### src/rtl/afdr_pkg.sv
// afdr_pkg: shared types and constants for the ascii frame duty regulator
// no dependencies; used by the interfaces, register block, controller, datapath and top
package afdr_pkg;

  // frame layout
  localparam int FRAME_DIGITS = 5;
  localparam int FRAME_LEN    = 3 * FRAME_DIGITS;
  localparam int POS_W        = $clog2(FRAME_LEN + 1);

  // field widths
  localparam int BYTE_W   = 8;
  localparam int MEAS_W   = 17;
  localparam int FRAC_BITS = 16;
  localparam int DUTY_W   = FRAC_BITS + 1;
  localparam int ERR_W    = DUTY_W + 1;
  localparam int GAIN_W   = 18;
  localparam int PERIOD_W = 16;
  localparam int PW_W     = 16;

  // shared multiplier and accumulator widths
  localparam int MUL_W  = 20;
  localparam int PROD_W = 2 * MUL_W;
  localparam int ACC_W  = PROD_W + 2;

  // divider: quotient bits kept below the overflow check
  localparam int DIV_STEPS = DUTY_W + 1;
  localparam int CNT_W     = $clog2(DIV_STEPS);

  localparam logic [DUTY_W-1:0] FULL_SCALE = DUTY_W'(1) << FRAC_BITS;

  // apb register map
  localparam int ADDR_W = 4;
  localparam int DATA_W = 32;
  localparam logic [1:0] REG_KP     = 2'd0;
  localparam logic [1:0] REG_KI     = 2'd1;
  localparam logic [1:0] REG_KD     = 2'd2;
  localparam logic [1:0] REG_PERIOD = 2'd3;

  localparam logic [GAIN_W-1:0]   KP_RESET     = GAIN_W'(35081);
  localparam logic [GAIN_W-1:0]   KI_RESET     = GAIN_W'(8742);
  localparam logic [GAIN_W-1:0]   KD_RESET     = '0;
  localparam logic [PERIOD_W-1:0] PERIOD_RESET = PERIOD_W'(1000);

  // input command codes
  localparam logic CMD_BYTE = 1'b0;
  localparam logic CMD_TICK = 1'b1;

  // register file contents seen by the datapath
  typedef struct packed {
    logic [GAIN_W-1:0]   kp;
    logic [GAIN_W-1:0]   ki;
    logic [GAIN_W-1:0]   kd;
    logic [PERIOD_W-1:0] period;
  } cfg_t;

  // operand select for the shared multiplier
  typedef enum logic [2:0] {
    MUL_SD = 3'd0,
    MUL_KP = 3'd1,
    MUL_KI = 3'd2,
    MUL_KD = 3'd3,
    MUL_PW = 3'd4
  } mul_sel_t;

  // controller to datapath commands
  typedef struct packed {
    logic     capture;
    logic     byte_step;
    logic     mul_en;
    mul_sel_t mul_sel;
    logic     div_init;
    logic     div_step;
    logic     acc_load;
    logic     acc_add;
    logic     duty_update;
    logic     out_load;
  } ctl_t;

endpackage

### src/rtl/afdr_in_if.sv
// afdr_in_if: input word channel (valid/ready plus cmd and rx_byte)
// depends on afdr_pkg for widths
interface afdr_in_if;
  logic                         valid;
  logic                         ready;
  logic                         cmd;
  logic [afdr_pkg::BYTE_W-1:0]  rx_byte;

  modport source (output valid, output cmd, output rx_byte, input ready);
  modport sink   (input valid, input cmd, input rx_byte, output ready);
endinterface

### src/rtl/afdr_out_if.sv
// afdr_out_if: result word channel (valid/ready plus status and measurements)
// depends on afdr_pkg for widths
interface afdr_out_if;
  logic                          valid;
  logic                          ready;
  logic [afdr_pkg::BYTE_W-1:0]   echo_byte;
  logic                          frame_done;
  logic                          frame_bad;
  logic [afdr_pkg::MEAS_W-1:0]   measured_voltage;
  logic [afdr_pkg::MEAS_W-1:0]   measured_current;
  logic [afdr_pkg::MEAS_W-1:0]   target_voltage;
  logic [afdr_pkg::DUTY_W-1:0]   duty_value;
  logic [afdr_pkg::PW_W-1:0]     pulse_width;

  modport source (output valid, output echo_byte, output frame_done, output frame_bad,
                  output measured_voltage, output measured_current,
                  output target_voltage, output duty_value, output pulse_width,
                  input ready);
  modport sink   (input valid, input echo_byte, input frame_done, input frame_bad,
                  input measured_voltage, input measured_current,
                  input target_voltage, input duty_value, input pulse_width,
                  output ready);
endinterface

### src/rtl/ascii_frame_duty_regulator_top.sv
// ascii frame duty regulator top: a byte word steps the frame parser; a tick word forms
// the target-duty product and runs the 18-step restoring divider plus 5 pid steps
// on one shared 20x20 multiplier; both then form the pulse width product
// one word in flight; the next word is taken while the previous result waits
// rst_n is synchronous active low: clears frame state, duty, error history, result valid,
// and loads the gain and period registers with their defaults
module ascii_frame_duty_regulator_top (
  input  logic                          clk,
  input  logic                          rst_n,
  afdr_in_if.sink                       in_ch,
  afdr_out_if.source                    out_ch,
  input  logic                          psel,
  input  logic                          penable,
  input  logic                          pwrite,
  input  logic [afdr_pkg::ADDR_W-1:0]   paddr,
  input  logic [afdr_pkg::DATA_W-1:0]   pwdata,
  output logic [afdr_pkg::DATA_W-1:0]   prdata,
  output logic                          pready
);

  afdr_pkg::cfg_t cfg;
  afdr_pkg::ctl_t ctl;
  logic           in_ready;
  logic           out_valid;

  // configuration registers
  afdr_regs u_regs (
    .clk     (clk),
    .rst_n   (rst_n),
    .psel    (psel),
    .penable (penable),
    .pwrite  (pwrite),
    .paddr   (paddr),
    .pwdata  (pwdata),
    .prdata  (prdata),
    .pready  (pready),
    .cfg     (cfg)
  );

  // sequencer
  afdr_ctrl u_ctrl (
    .clk       (clk),
    .rst_n     (rst_n),
    .in_valid  (in_ch.valid),
    .in_cmd    (in_ch.cmd),
    .in_ready  (in_ready),
    .out_valid (out_valid),
    .out_ready (out_ch.ready),
    .ctl       (ctl)
  );

  // datapath
  afdr_dpath u_dpath (
    .clk              (clk),
    .rst_n            (rst_n),
    .ctl              (ctl),
    .cfg              (cfg),
    .rx_byte          (in_ch.rx_byte),
    .echo_byte        (out_ch.echo_byte),
    .frame_done       (out_ch.frame_done),
    .frame_bad        (out_ch.frame_bad),
    .measured_voltage (out_ch.measured_voltage),
    .measured_current (out_ch.measured_current),
    .target_voltage   (out_ch.target_voltage),
    .duty_value       (out_ch.duty_value),
    .pulse_width      (out_ch.pulse_width)
  );

  assign in_ch.ready  = in_ready;
  assign out_ch.valid = out_valid;

endmodule

### src/rtl/afdr_regs.sv
// afdr_regs: apb register block holding the pid gains and the pwm period
// depends on afdr_pkg for the register map and cfg_t
module afdr_regs (
  input  logic                          clk,
  input  logic                          rst_n,
  input  logic                          psel,
  input  logic                          penable,
  input  logic                          pwrite,
  input  logic [afdr_pkg::ADDR_W-1:0]   paddr,
  input  logic [afdr_pkg::DATA_W-1:0]   pwdata,
  output logic [afdr_pkg::DATA_W-1:0]   prdata,
  output logic                          pready,
  output afdr_pkg::cfg_t                cfg
);

  afdr_pkg::cfg_t cfg_r;
  logic           wr_en;
  logic [1:0]     reg_sel;

  assign pready  = 1'b1;
  assign wr_en   = psel && penable && pwrite;
  assign reg_sel = paddr[3:2];
  assign cfg     = cfg_r;

  // register writes
  always_ff @(posedge clk) begin
    if (!rst_n) begin
      cfg_r.kp     <= afdr_pkg::KP_RESET;
      cfg_r.ki     <= afdr_pkg::KI_RESET;
      cfg_r.kd     <= afdr_pkg::KD_RESET;
      cfg_r.period <= afdr_pkg::PERIOD_RESET;
    end else if (wr_en) begin
      unique case (reg_sel)
        afdr_pkg::REG_KP:     cfg_r.kp     <= pwdata[afdr_pkg::GAIN_W-1:0];
        afdr_pkg::REG_KI:     cfg_r.ki     <= pwdata[afdr_pkg::GAIN_W-1:0];
        afdr_pkg::REG_KD:     cfg_r.kd     <= pwdata[afdr_pkg::GAIN_W-1:0];
        afdr_pkg::REG_PERIOD: cfg_r.period <= pwdata[afdr_pkg::PERIOD_W-1:0];
        default: ;
      endcase
    end
  end

  // read mux
  always_comb begin
    unique case (reg_sel)
      afdr_pkg::REG_KP:     prdata = afdr_pkg::DATA_W'(cfg_r.kp);
      afdr_pkg::REG_KI:     prdata = afdr_pkg::DATA_W'(cfg_r.ki);
      afdr_pkg::REG_KD:     prdata = afdr_pkg::DATA_W'(cfg_r.kd);
      afdr_pkg::REG_PERIOD: prdata = afdr_pkg::DATA_W'(cfg_r.period);
      default:              prdata = '0;
    endcase
  end

endmodule

### src/rtl/afdr_ctrl.sv
// afdr_ctrl: sequencer for byte and tick words, drives the datapath commands
// depends on afdr_pkg for ctl_t and the divider step count
module afdr_ctrl (
  input  logic           clk,
  input  logic           rst_n,
  input  logic           in_valid,
  input  logic           in_cmd,
  output logic           in_ready,
  output logic           out_valid,
  input  logic           out_ready,
  output afdr_pkg::ctl_t ctl
);

  typedef enum logic [11:0] {
    ST_IDLE  = 12'b0000_0000_0001,
    ST_BYTE  = 12'b0000_0000_0010,
    ST_PROD  = 12'b0000_0000_0100,
    ST_DINIT = 12'b0000_0000_1000,
    ST_DIV   = 12'b0000_0001_0000,
    ST_KP    = 12'b0000_0010_0000,
    ST_KI    = 12'b0000_0100_0000,
    ST_KD    = 12'b0000_1000_0000,
    ST_ACC   = 12'b0001_0000_0000,
    ST_UPD   = 12'b0010_0000_0000,
    ST_PW    = 12'b0100_0000_0000,
    ST_OUT   = 12'b1000_0000_0000
  } state_t;

  state_t                      state_r, state_nxt;
  logic [afdr_pkg::CNT_W-1:0]  cnt_r, cnt_nxt;
  logic                        out_valid_r, out_valid_nxt;
  logic                        accept;

  assign in_ready  = (state_r == ST_IDLE);
  assign accept    = in_valid && in_ready;
  assign out_valid = out_valid_r;

  // next state and commands
  always_comb begin
    state_nxt = state_r;
    cnt_nxt   = cnt_r;
    ctl       = '0;
    ctl.mul_sel = afdr_pkg::MUL_SD;
    unique case (state_r)
      ST_IDLE: begin
        if (in_valid) begin
          ctl.capture = 1'b1;
          state_nxt   = (in_cmd == afdr_pkg::CMD_TICK) ? ST_PROD : ST_BYTE;
        end
      end
      ST_BYTE: begin
        ctl.byte_step = 1'b1;
        state_nxt     = ST_PW;
      end
      ST_PROD: begin
        ctl.mul_en  = 1'b1;
        ctl.mul_sel = afdr_pkg::MUL_SD;
        state_nxt   = ST_DINIT;
      end
      ST_DINIT: begin
        ctl.div_init = 1'b1;
        cnt_nxt      = afdr_pkg::CNT_W'(afdr_pkg::DIV_STEPS - 1);
        state_nxt    = ST_DIV;
      end
      ST_DIV: begin
        ctl.div_step = 1'b1;
        cnt_nxt      = cnt_r - 1'b1;
        if (cnt_r == '0) state_nxt = ST_KP;
      end
      ST_KP: begin
        ctl.mul_en  = 1'b1;
        ctl.mul_sel = afdr_pkg::MUL_KP;
        state_nxt   = ST_KI;
      end
      ST_KI: begin
        ctl.mul_en   = 1'b1;
        ctl.mul_sel  = afdr_pkg::MUL_KI;
        ctl.acc_load = 1'b1;
        state_nxt    = ST_KD;
      end
      ST_KD: begin
        ctl.mul_en  = 1'b1;
        ctl.mul_sel = afdr_pkg::MUL_KD;
        ctl.acc_add = 1'b1;
        state_nxt   = ST_ACC;
      end
      ST_ACC: begin
        ctl.acc_add = 1'b1;
        state_nxt   = ST_UPD;
      end
      ST_UPD: begin
        ctl.duty_update = 1'b1;
        state_nxt       = ST_PW;
      end
      ST_PW: begin
        ctl.mul_en  = 1'b1;
        ctl.mul_sel = afdr_pkg::MUL_PW;
        state_nxt   = ST_OUT;
      end
      ST_OUT: begin
        // wait until the output register is free
        if (!out_valid_r || out_ready) begin
          ctl.out_load = 1'b1;
          state_nxt    = ST_IDLE;
        end
      end
      default: state_nxt = ST_IDLE;
    endcase
  end

  // output valid flag
  always_comb begin
    if (ctl.out_load) out_valid_nxt = 1'b1;
    else if (out_ready) out_valid_nxt = 1'b0;
    else out_valid_nxt = out_valid_r;
  end

  always_ff @(posedge clk) begin
    if (!rst_n) begin
      state_r     <= ST_IDLE;
      cnt_r       <= '0;
      out_valid_r <= 1'b0;
    end else begin
      state_r     <= state_nxt;
      cnt_r       <= cnt_nxt;
      out_valid_r <= out_valid_nxt;
    end
  end

  // one word in flight at a time
  a_single_word: assert property (@(posedge clk) disable iff (!rst_n)
    accept |=> !in_ready)
    else $error("input accepted while a word is in flight");

  // divider runs its fixed step count then goes to the pid steps
  a_div_exit: assert property (@(posedge clk) disable iff (!rst_n)
    (state_r == ST_DIV && cnt_r == '0) |=> (state_r == ST_KP))
    else $error("divider did not hand over to the pid steps");

  // a result load always shows up as a valid word
  a_load_valid: assert property (@(posedge clk) disable iff (!rst_n)
    ctl.out_load |=> out_valid_r)
    else $error("result load without valid");

endmodule

### src/rtl/afdr_dpath.sv
// afdr_dpath: frame parser, restoring divider, shared multiplier, pid update, result register
// depends on afdr_pkg for widths, cfg_t and ctl_t
module afdr_dpath (
  input  logic                           clk,
  input  logic                           rst_n,
  input  afdr_pkg::ctl_t                 ctl,
  input  afdr_pkg::cfg_t                 cfg,
  input  logic [afdr_pkg::BYTE_W-1:0]    rx_byte,
  output logic [afdr_pkg::BYTE_W-1:0]    echo_byte,
  output logic                           frame_done,
  output logic                           frame_bad,
  output logic [afdr_pkg::MEAS_W-1:0]    measured_voltage,
  output logic [afdr_pkg::MEAS_W-1:0]    measured_current,
  output logic [afdr_pkg::MEAS_W-1:0]    target_voltage,
  output logic [afdr_pkg::DUTY_W-1:0]    duty_value,
  output logic [afdr_pkg::PW_W-1:0]      pulse_width
);

  localparam int MEAS_W = afdr_pkg::MEAS_W;
  localparam int DUTY_W = afdr_pkg::DUTY_W;
  localparam int ERR_W  = afdr_pkg::ERR_W;
  localparam int MUL_W  = afdr_pkg::MUL_W;
  localparam int PROD_W = afdr_pkg::PROD_W;
  localparam int ACC_W  = afdr_pkg::ACC_W;
  localparam int FRAC   = afdr_pkg::FRAC_BITS;
  localparam int QW     = afdr_pkg::DIV_STEPS;
  localparam int POS_W  = afdr_pkg::POS_W;
  localparam logic signed [ACC_W-1:0] FULL_ACC   = ACC_W'(afdr_pkg::FULL_SCALE);
  localparam logic signed [ACC_W-1:0] ROUND_HALF = ACC_W'(1) << (FRAC - 1);

  // frame state
  logic [POS_W-1:0]         pos_r;
  logic [MEAS_W-1:0]        volt_acc_r, curr_acc_r, set_acc_r;
  logic                     bad_char_r;
  logic [MEAS_W-1:0]        volt_r, curr_r, set_r;
  logic [afdr_pkg::BYTE_W-1:0] byte_r;
  logic [afdr_pkg::BYTE_W-1:0] echo_r;
  logic                     done_r, bad_r;

  // control loop state
  logic [DUTY_W-1:0]        duty_r;
  logic signed [ERR_W-1:0]  ep_r, ep2_r;
  logic signed [PROD_W-1:0] prod_r;
  logic signed [ACC_W-1:0]  acc_r;

  // divider state
  logic [MEAS_W-1:0]        rem_r;
  logic [QW-1:0]            num_r, quo_r;
  logic                     sat_r;

  // result register
  logic [afdr_pkg::BYTE_W-1:0] o_echo_r;
  logic                        o_done_r, o_bad_r;
  logic [MEAS_W-1:0]           o_volt_r, o_curr_r, o_set_r;
  logic [DUTY_W-1:0]           o_duty_r;
  logic [afdr_pkg::PW_W-1:0]   o_pw_r;

  // byte decode
  logic                     is_digit;
  logic [3:0]               digit;
  logic [MEAS_W-1:0]        volt_mac, curr_mac, set_mac;
  logic                     last_char;
  logic                     frame_ok;

  always_comb begin
    is_digit  = (byte_r >= "0") && (byte_r <= "9");
    digit     = is_digit ? 4'(byte_r - "0") : 4'd0;
    volt_mac  = volt_acc_r;
    curr_mac  = curr_acc_r;
    set_mac   = set_acc_r;
    if (pos_r < POS_W'(afdr_pkg::FRAME_DIGITS)) begin
      volt_mac = MEAS_W'((volt_acc_r << 3) + (volt_acc_r << 1) + MEAS_W'(digit));
    end else if (pos_r < POS_W'(2 * afdr_pkg::FRAME_DIGITS)) begin
      curr_mac = MEAS_W'((curr_acc_r << 3) + (curr_acc_r << 1) + MEAS_W'(digit));
    end else begin
      set_mac  = MEAS_W'((set_acc_r << 3) + (set_acc_r << 1) + MEAS_W'(digit));
    end
    last_char = (pos_r == POS_W'(afdr_pkg::FRAME_LEN - 1));
    frame_ok  = !bad_char_r && is_digit;
  end

  // expected duty and error terms
  logic [DUTY_W-1:0]        expected;
  logic signed [ERR_W:0]    e_wide;
  logic signed [ERR_W-1:0]  e;
  logic signed [ERR_W:0]    d1;
  logic signed [MUL_W-1:0]  d2;

  always_comb begin
    if (sat_r || (quo_r > QW'(afdr_pkg::FULL_SCALE))) expected = afdr_pkg::FULL_SCALE;
    else expected = quo_r[DUTY_W-1:0];
    e_wide = $signed({2'b00, expected}) - $signed({2'b00, duty_r});
    e      = e_wide[ERR_W-1:0];
    d1     = $signed({e[ERR_W-1], e}) - $signed({ep_r[ERR_W-1], ep_r});
    d2     = $signed({{2{e[ERR_W-1]}}, e})
           - $signed({ep_r[ERR_W-1], ep_r, 1'b0})
           + $signed({{2{ep2_r[ERR_W-1]}}, ep2_r});
  end

  // shared multiplier operand select
  logic signed [MUL_W-1:0]  mul_a, mul_b;
  logic signed [PROD_W-1:0] mul_p;

  always_comb begin
    unique case (ctl.mul_sel)
      afdr_pkg::MUL_SD: begin
        mul_a = $signed(MUL_W'(set_r));
        mul_b = $signed(MUL_W'(duty_r));
      end
      afdr_pkg::MUL_KP: begin
        mul_a = $signed(MUL_W'(cfg.kp));
        mul_b = $signed({d1[ERR_W], d1});
      end
      afdr_pkg::MUL_KI: begin
        mul_a = $signed(MUL_W'(cfg.ki));
        mul_b = $signed({{2{e[ERR_W-1]}}, e});
      end
      afdr_pkg::MUL_KD: begin
        mul_a = $signed(MUL_W'(cfg.kd));
        mul_b = d2;
      end
      afdr_pkg::MUL_PW: begin
        mul_a = $signed(MUL_W'(cfg.period));
        mul_b = $signed(MUL_W'(duty_r));
      end
      default: begin
        mul_a = '0;
        mul_b = '0;
      end
    endcase
    mul_p = mul_a * mul_b;
  end

  // divider step: one quotient bit per cycle
  logic [MEAS_W+1:0]        trial;
  logic                     q_bit;
  logic [MEAS_W:0]          shifted;

  always_comb begin
    shifted = {rem_r, num_r[QW-1]};
    trial   = {1'b0, shifted} - {2'b00, volt_r};
    q_bit   = !trial[MEAS_W+1];
  end

  // pid rounding and clamp
  logic signed [ACC_W-1:0]  rnd;
  logic signed [ACC_W-1:0]  nd;
  logic [DUTY_W-1:0]        duty_nxt;

  always_comb begin
    rnd = (acc_r + ROUND_HALF) >>> FRAC;
    nd  = $signed(ACC_W'(duty_r)) + rnd;
    if (nd < 0) duty_nxt = '0;
    else if (nd > FULL_ACC) duty_nxt = afdr_pkg::FULL_SCALE;
    else duty_nxt = nd[DUTY_W-1:0];
  end

  // architectural state
  always_ff @(posedge clk) begin
    if (!rst_n) begin
      pos_r      <= '0;
      volt_acc_r <= '0;
      curr_acc_r <= '0;
      set_acc_r  <= '0;
      bad_char_r <= 1'b0;
      volt_r     <= '0;
      curr_r     <= '0;
      set_r      <= '0;
      duty_r     <= '0;
      ep_r       <= '0;
      ep2_r      <= '0;
    end else begin
      if (ctl.byte_step) begin
        if (last_char) begin
          pos_r      <= '0;
          volt_acc_r <= '0;
          curr_acc_r <= '0;
          set_acc_r  <= '0;
          bad_char_r <= 1'b0;
          if (frame_ok) begin
            volt_r <= volt_mac;
            curr_r <= curr_mac;
            set_r  <= set_mac;
          end
        end else begin
          pos_r      <= pos_r + 1'b1;
          volt_acc_r <= volt_mac;
          curr_acc_r <= curr_mac;
          set_acc_r  <= set_mac;
          bad_char_r <= bad_char_r || !is_digit;
        end
      end
      if (ctl.duty_update) begin
        duty_r <= duty_nxt;
        ep2_r  <= ep_r;
        ep_r   <= e;
      end
    end
  end

  // working registers
  always_ff @(posedge clk) begin
    if (ctl.capture) begin
      byte_r <= rx_byte;
      echo_r <= '0;
      done_r <= 1'b0;
      bad_r  <= 1'b0;
    end
    if (ctl.byte_step) begin
      echo_r <= byte_r;
      done_r <= last_char;
      bad_r  <= last_char && !frame_ok;
    end
    if (ctl.mul_en) prod_r <= mul_p;
    if (ctl.acc_load) acc_r <= ACC_W'(prod_r);
    else if (ctl.acc_add) acc_r <= acc_r + ACC_W'(prod_r);
    // overflow and zero-voltage checks ahead of the quotient bits
    if (ctl.div_init) begin
      sat_r <= (volt_r == '0) ||
               ({1'b0, prod_r[2*DUTY_W-1:QW]} >= volt_r);
      rem_r <= MEAS_W'(prod_r[2*DUTY_W-1:QW]);
      num_r <= prod_r[QW-1:0];
      quo_r <= '0;
    end else if (ctl.div_step) begin
      rem_r <= q_bit ? trial[MEAS_W-1:0] : shifted[MEAS_W-1:0];
      num_r <= {num_r[QW-2:0], 1'b0};
      quo_r <= {quo_r[QW-2:0], q_bit};
    end
    if (ctl.out_load) begin
      o_echo_r <= echo_r;
      o_done_r <= done_r;
      o_bad_r  <= bad_r;
      o_volt_r <= volt_r;
      o_curr_r <= curr_r;
      o_set_r  <= set_r;
      o_duty_r <= duty_r;
      o_pw_r   <= prod_r[FRAC+afdr_pkg::PW_W-1:FRAC];
    end
  end

  assign echo_byte        = o_echo_r;
  assign frame_done       = o_done_r;
  assign frame_bad        = o_bad_r;
  assign measured_voltage = o_volt_r;
  assign measured_current = o_curr_r;
  assign target_voltage   = o_set_r;
  assign duty_value       = o_duty_r;
  assign pulse_width      = o_pw_r;

  // duty never leaves [0, full scale]
  a_duty_range: assert property (@(posedge clk) disable iff (!rst_n)
    duty_r <= afdr_pkg::FULL_SCALE)
    else $error("duty above full scale");

  // character position stays inside the frame
  a_pos_range: assert property (@(posedge clk) disable iff (!rst_n)
    pos_r < POS_W'(afdr_pkg::FRAME_LEN))
    else $error("frame position out of range");

  // last character of a frame restarts the parser
  a_frame_wrap: assert property (@(posedge clk) disable iff (!rst_n)
    (ctl.byte_step && last_char) |=> (pos_r == '0 && !bad_char_r))
    else $error("frame parser did not restart");

endmodule
### src/flat_wrapper.sv
// flat-port wrapper written by rule: the top's interface ports become plain ports
module ascii_frame_duty_regulator_top_flat 
  (clk, rst_n, psel, penable, pwrite, paddr, pwdata, prdata, pready, in_ch_valid, in_ch_cmd, in_ch_rx_byte, in_ch_ready, out_ch_valid, out_ch_echo_byte, out_ch_frame_done, out_ch_frame_bad, out_ch_measured_voltage, out_ch_measured_current, out_ch_target_voltage, out_ch_duty_value, out_ch_pulse_width, out_ch_ready);
  afdr_in_if in_ch_i ();
  afdr_out_if out_ch_i ();
  input  logic clk;
  input  logic rst_n;
  input  logic psel;
  input  logic penable;
  input  logic pwrite;
  input  logic [afdr_pkg::ADDR_W-1:0] paddr;
  input  logic [afdr_pkg::DATA_W-1:0] pwdata;
  output logic [afdr_pkg::DATA_W-1:0] prdata;
  output logic pready;
  input wire logic [$bits(in_ch_i.valid)-1:0] in_ch_valid;
  input wire logic [$bits(in_ch_i.cmd)-1:0] in_ch_cmd;
  input wire logic [$bits(in_ch_i.rx_byte)-1:0] in_ch_rx_byte;
  output wire logic [$bits(in_ch_i.ready)-1:0] in_ch_ready;
  output wire logic [$bits(out_ch_i.valid)-1:0] out_ch_valid;
  output wire logic [$bits(out_ch_i.echo_byte)-1:0] out_ch_echo_byte;
  output wire logic [$bits(out_ch_i.frame_done)-1:0] out_ch_frame_done;
  output wire logic [$bits(out_ch_i.frame_bad)-1:0] out_ch_frame_bad;
  output wire logic [$bits(out_ch_i.measured_voltage)-1:0] out_ch_measured_voltage;
  output wire logic [$bits(out_ch_i.measured_current)-1:0] out_ch_measured_current;
  output wire logic [$bits(out_ch_i.target_voltage)-1:0] out_ch_target_voltage;
  output wire logic [$bits(out_ch_i.duty_value)-1:0] out_ch_duty_value;
  output wire logic [$bits(out_ch_i.pulse_width)-1:0] out_ch_pulse_width;
  input wire logic [$bits(out_ch_i.ready)-1:0] out_ch_ready;
  assign in_ch_i.valid = in_ch_valid;
  assign in_ch_i.cmd = in_ch_cmd;
  assign in_ch_i.rx_byte = in_ch_rx_byte;
  assign in_ch_ready = in_ch_i.ready;
  assign out_ch_valid = out_ch_i.valid;
  assign out_ch_echo_byte = out_ch_i.echo_byte;
  assign out_ch_frame_done = out_ch_i.frame_done;
  assign out_ch_frame_bad = out_ch_i.frame_bad;
  assign out_ch_measured_voltage = out_ch_i.measured_voltage;
  assign out_ch_measured_current = out_ch_i.measured_current;
  assign out_ch_target_voltage = out_ch_i.target_voltage;
  assign out_ch_duty_value = out_ch_i.duty_value;
  assign out_ch_pulse_width = out_ch_i.pulse_width;
  assign out_ch_i.ready = out_ch_ready;
  ascii_frame_duty_regulator_top u_core (.clk(clk), .rst_n(rst_n), .in_ch(in_ch_i), .out_ch(out_ch_i), .psel(psel), .penable(penable), .pwrite(pwrite), .paddr(paddr), .pwdata(pwdata), .prdata(prdata), .pready(pready));
endmodule
### config.mk
export PLATFORM = sky130hd
export DESIGN_NAME = ascii_frame_duty_regulator_top_flat
export DESIGN_NICKNAME = d
export VERILOG_FILES = /design/src/rtl/afdr_pkg.sv /design/src/rtl/afdr_in_if.sv /design/src/rtl/afdr_out_if.sv /design/src/rtl/ascii_frame_duty_regulator_top.sv /design/src/rtl/afdr_regs.sv /design/src/rtl/afdr_ctrl.sv /design/src/rtl/afdr_dpath.sv /design/src/flat_wrapper.sv
export SDC_FILE = /design/constraint.sdc
export NUM_CORES = 2
export LEC_CHECK = 0
export ABC_AREA = 1
export BUFFER_PORTS_ARGS = -buffer_cell sky130_fd_sc_hd__buf_2
export CORE_UTILIZATION = 50
export DETAILED_ROUTE_END_ITERATION = 7
export MAX_ROUTING_LAYER = met4
export PLACE_DENSITY_LB_ADDON = 0.05
export SYNTH_ARGS = -nofsm -noshare
export SYNTH_HDL_FRONTEND = slang
export SYNTH_SLANG_ARGS = --single-unit
### constraint.sdc
create_clock -name clk -period 31.2 [get_ports clk]
set_input_delay 6.24 -clock clk [delete_from_list [all_inputs] [get_ports clk]]
set_output_delay 6.24 -clock clk [all_outputs]
set_load 0.02 [all_outputs]
After elaboration in Yosys (flattened, before gate mapping)
Index checks and enable logic that the tools add are counted.
{"block": "word_totals", "output_inout_bits": 129, "ff_bits": 496, "in_bits": 52}
{"block": "op_classes", "multipliers": 1, "magnitude_cmp": 8, "n_eq_ne": 23, "muxes": 48, "n_addsub": 17, "reduce_logical": 32}
{"operator": "two-way mux 17 bit", "n": 12}
{"operator": "case mux 12 bit (11 select lines)", "n": 1}
{"operator": "case mux 32 bit (4 select lines)", "n": 1}
{"operator": "case mux 18 bit (5 select lines)", "n": 1}
{"operator": "two-way mux 42 bit", "n": 2}
{"operator": "case mux 20 bit (4 select lines)", "n": 1}
{"operator": "adder 17 bit", "n": 3}
{"operator": "adder 17 x 4 -> 17 bit", "n": 3}
{"operator": "adder 42 x 17 -> 42 bit, second input constant", "n": 1}
{"operator": "adder 42 x 40 -> 42 bit", "n": 1}
{"operator": "multiplier 19 x 20 -> 39 bit", "n": 1}
{"operator": "two-way mux 12 bit", "n": 3}
{"operator": "two-way mux 18 bit", "n": 2}
{"operator": "two-way mux 16 bit", "n": 2}
{"operator": "adder 18 x 26 -> 27 bit", "n": 1}
{"operator": "> comparator 27 x 18 -> 1 bit, second input constant", "n": 1}
{"operator": "< comparator 27 x 1 -> 1 bit, second input constant", "n": 1}
{"operator": "adder 20 x 18 -> 20 bit", "n": 1}
{"operator": "case mux 4 bit (5 select lines)", "n": 1}
{"operator": "subtractor 18 x 19 -> 20 bit", "n": 1}
{"operator": "subtractor 18 x 17 -> 19 bit", "n": 1}
{"operator": "subtractor 18 x 18 -> 19 bit", "n": 1}
{"operator": "> comparator 18 x 17 -> 1 bit, second input constant", "n": 1}
{"operator": "subtractor 17 x 17 -> 18 bit", "n": 1}
{"operator": "43 further kinds", "n": 85}

Depth between registers and ports, before layout
{"block": "depth", "word_depth": 8, "mapped_depth": 59, "depth_no_buf": 58}

Modules after synthesis
Synthesis repeated with hierarchy kept, for this count alone.
{"block": "unflattened", "cells_unflattened": 5847, "area_unflattened_um2": 45055.7}
{"module": "afdr_dpath", "seq_area_each_um2": 10430.0, "n_inst": 1, "cells_per_inst": 5186, "area_per_inst_um2": 40670.3}
{"module": "afdr_regs", "seq_area_each_um2": 1401.3, "n_inst": 1, "cells_per_inst": 507, "area_per_inst_um2": 3360.7}
{"module": "afdr_ctrl", "seq_area_each_um2": 360.3, "n_inst": 1, "cells_per_inst": 154, "area_per_inst_um2": 1024.7}

Worst setup path after synthesis
No wires, ideal clock.
{"block": "synth_path", "path_kind": "input-to-output", "start": "in paddr[3] (netlist name)", "end": "out prdata[0] (netlist name)", "arrival_ps": 7219, "required_time_ps": 24960, "n_path_buf": 0, "setup_slack_ps": 17741, "path_stages": 4, "path_cell_list": "inv_1 > nor2_2 > clkinv_1 > o2111ai_1"}
{"block": "synth_between", "elab_chain_len": 2}
{"item": "from (decl)", "line": "flat_wrapper.sv:11", "rtl": "input logic [afdr_pkg::ADDR_W-1:0] paddr;"}
{"item": "== test 2 bit, or another cell as far along", "line": "afdr_regs.sv:45", "rtl": "unique case (reg_sel)"}
{"item": "case mux 32 bit (4 select lines) (*)", "line": "afdr_regs.sv:45"}
{"item": "to (decl)", "line": "flat_wrapper.sv:13", "rtl": "output logic [afdr_pkg::DATA_W-1:0] prdata;"}
Every way passes the cells marked *; elsewhere a longest branch is shown, timed or not. The select of a mux whose other input is x is not followed.

Worst setup path after layout
{"block": "layout_path", "start": "in paddr[3] (netlist name)", "end": "out prdata[17] (netlist name)"}
Same word-level chain as after synthesis.

==> metrics.txt <==
distinct cell type count after synthesis 68; # resized after CTS 0; Post-synth ARST share 0; DRT iter0 DRCs 2,384; Post-Syn Area 44,800 um^2; net switching power 0.816 mW; chip height 301 um; R2R depth 52; Die X 301 um; Hold Vio Cnt, Final 0; I/O pin count 181; Final Routed Wirelength 131,000 um; MaxCap Viol Count 0; CTS tree yes; number of buffers added on ports 149; clock transition at the registers of the reported paths 0.06 ns; status finished, violations left; Post-synth EDFFs 228; Nets 6,605; All-Layer GR Usage 0.302; clock skew 0.0619 ns; switching share of power 0.376; Critical Path Sink Type output port; Starting Density 0.506; final hold slack 0.416 ns; RSZ-0062 raised after global routing no; Synth Flop Type dfxtp_1; Total Power 2.17 mW; Critical Path Most Common Cell buf_2; GPL Wtd Cong 0.934; worst skew pair latency 0.66 ns; Gate power share 0.361; Mean Syn Cell Area 7.82 um^2; antenna-violating nets left 0; slowest cell on the critical path clkinv_1; cell taking the most area after synthesis fa_1; FF-to-FF setup slack 18.70 ns; Internal Pwr Total 1.36 mW; Setup TNS 0 ns; via count 38,000; Slew Viols, Final 0; area of the core 88,600 um^2; WP data required 24.96 ns; placed inst area 46,700 um^2; Setup crit start paddr[3]; Final Cycle Share 0.459; P_leak 23.4 nW; sequential fraction of the synthesis area 0.272; largest net degree at the start of global routing 72; initial antenna violation count 5; final number of setup-violating endpoints 0; CP max stage delay 0.53 ns; Pwr Density 44.7 nW/um^2; H-tree Lvls 2; design area 48,600 um^2; YS warnings 0; number of global-route vias before repair 37,600; DRC viols 24; Yosys top cell area share 0.168; fin crit period 14.32 ns; DPL Wire Length 102,000 um; CP cell instances buf_2 > inv_1 > nor2_2 > clkinv_1 > o221ai_1 > buf_2; Setup CP Type primary input to output port; clock power share 0.312; CTS sink count 495; Post-synth top cells nand2_1, inv_1, nor2_1; Critical path destination prdata[17]; share of cells above drive strength 1 0.0716; Worst Path Arrival 8.08 ns; Area growth syn-to-layout 8.47%; Max FO, Critical Path 10; Worst R2R Start u_core.u_dpath.quo_r[6]$_SDFFE_PP0P_; sequential share of power 0.327; reg2reg end u_core.u_dpath.prod_r[38]$_DFFE_PN_; #FFs+latches synth 495; Worst Max-Slew Pin Slew 1.19 ns; count leader, synth nand2_1; global route overflow 0; first-pass GRT wire length 209,000 um; DR WL/cell 18.6 um; max_slew headroom 0.205; Cell Rows 109; top cells by area, synth fa_1, edfxtp_1, dfxtp_1; Max Freq 69.8 MHz; root buffer cell clkbuf_16; Hold Path Class flip-flop to flip-flop; maximum VDD drop 0.0000488 V; DR vias/cell 5.39; cts hold-fix bufs 0; startpoint types primary input; TritonRoute pass-1 iters 8; clock buffer depth 3; violated checks DRC; Num CTS Buffers 58; die footprint 90,800 um^2; setup repair bufs after CTS 0; Post-Syn Instances 5,732
[layer usage]
metal / global-route usage / share of wire / routed length, um / up-vias
met3: 0.0295 / 0.053 / 6930 / 170
met2: 0.498 / 0.48 / 62500 / 988
met5: - / 0 / 0 / -
met4: 0.0709 / 0.021 / 2790 / 0
li1: - / - / - / 18600
met1: 0.401 / 0.45 / 58900 / 18300
[kinds of logic after synthesis]
logic type	count (synthesis)	synth area share
AOI/OAI and AO/OA	1029	0.128
xor gates and xnor gates	182	0.0356
adders and majority gates	721	0.264
buffers and inverters	1259	0.108
DFF	495	0.272
muxes	1	0.000223
other	2	0.000168
and+or+nand+nor	2043	0.192
[final cells by class]
cell class / count / area, um^2
clock inverter: 31 / 288
sequential: 495 / 12200
clock buffer: 76 / 1600
fill: 8643 / 40000
multi-input combinational: 3991 / 27800
timing repair buffer: 200 / 1130
tap: 1165 / 1460
inverter: 1088 / 4090
antenna: 4 / 10.0
[layout by cell type, fill, tap and decap left out, drive strengths merged, types with 4 or more instances in the layout]
cell type | Yosys | layout
inv | 1075 | 1077
a31oi | 38 | 38
o31ai | 8 | 8
ha | 343 | 343
dfxtp | 267 | 267
conb | 2 | 15
and2 | 4 | 4
a21oi | 421 | 421
o21bai | 14 | 14
nor4 | 11 | 11
fa | 376 | 376
o2111ai | 12 | 12
o21a | 5 | 5
nand4 | 60 | 60
o22ai | 35 | 35
diode | 0 | 4
or2 | 30 | 30
edfxtp | 228 | 228
clkinvlp | 0 | 5
xor2 | 114 | 114
o211ai | 18 | 18
buf | 59 | 200
clkbuf | 112 | 76
nand3 | 169 | 169
a22oi | 9 | 9
a211oi | 17 | 17
nor2 | 516 | 516
nand3b | 15 | 15
a22o | 5 | 5
nand2 | 1183 | 1183
a21boi | 12 | 12
nor3 | 51 | 51
o21ai | 379 | 379
xnor2 | 68 | 68
clkinv | 13 | 34
a221oi | 18 | 18
a21o | 19 | 19
[worst max-delay path, delay by kind of cell]
family / cells / cell delay (ns)
buffers and inverters: 4 / 0.94
AND/OR/NAND/NOR: 1 / 0.42
AO/OA/AOI/OAI: 1 / 0.47
[sequential cells by signal, summed over array words and instances, names as in the netlist, 18 cells and up]
name                   flops
u_core.u_dpath.acc_r      42
u_core.u_dpath.ep2_r      18
u_core.u_dpath.ep_r       18
u_core.u_dpath.num_r      18
u_core.u_dpath.prod_r     39
u_core.u_dpath.quo_r      18
u_core.u_regs.cfg         70
[worst min path at each step]
stage,from,to,cells past startpoint
floorplan,u_core.u_dpath.echo_r[0]$_SDFFCE_PN0P_,u_core.u_dpath.echo_byte[0]$_DFFE_PP_,0
global placement,u_core.u_dpath.done_r$_SDFFCE_PN0P_,u_core.u_dpath.frame_done$_DFFE_PP_,0
detailed placement,u_core.u_dpath.echo_r[5]$_SDFFCE_PN0P_,u_core.u_dpath.echo_byte[5]$_DFFE_PP_,0
CTS,u_core.u_dpath.echo_r[0]$_SDFFCE_PN0P_,u_core.u_dpath.echo_byte[0]$_DFFE_PP_,0
global route,u_core.u_dpath.echo_r[0]$_SDFFCE_PN0P_,u_core.u_dpath.echo_byte[0]$_DFFE_PP_,0
finish,u_core.u_dpath.bad_r$_SDFFCE_PN0P_,u_core.u_dpath.frame_bad$_DFFE_PP_,0
[power by group through the flow]
stage | combinational [mW] | sequential (mW) | clock (mW)
after floorplan | 0.593 | 0.721 | 0
after global placement | 0.762 | 0.725 | 0
after detailed placement | 0.765 | 0.725 | 0
after CTS | 0.770 | 0.711 | 0.691
after global routing | 0.895 | 0.714 | 0.715
final | 0.784 | 0.712 | 0.677
[stage by stage]
step                      cells  utilization  setup WS, ns
after floorplan            5745            -         17.74
after global placement     6939        0.527         16.92
after detailed placement   6939        0.527         16.83
after CTS                  7046        0.548         16.80
after global routing       7049        0.548         16.81
final                      7050        0.548         16.88
Power figures use the tool's default switching activity.
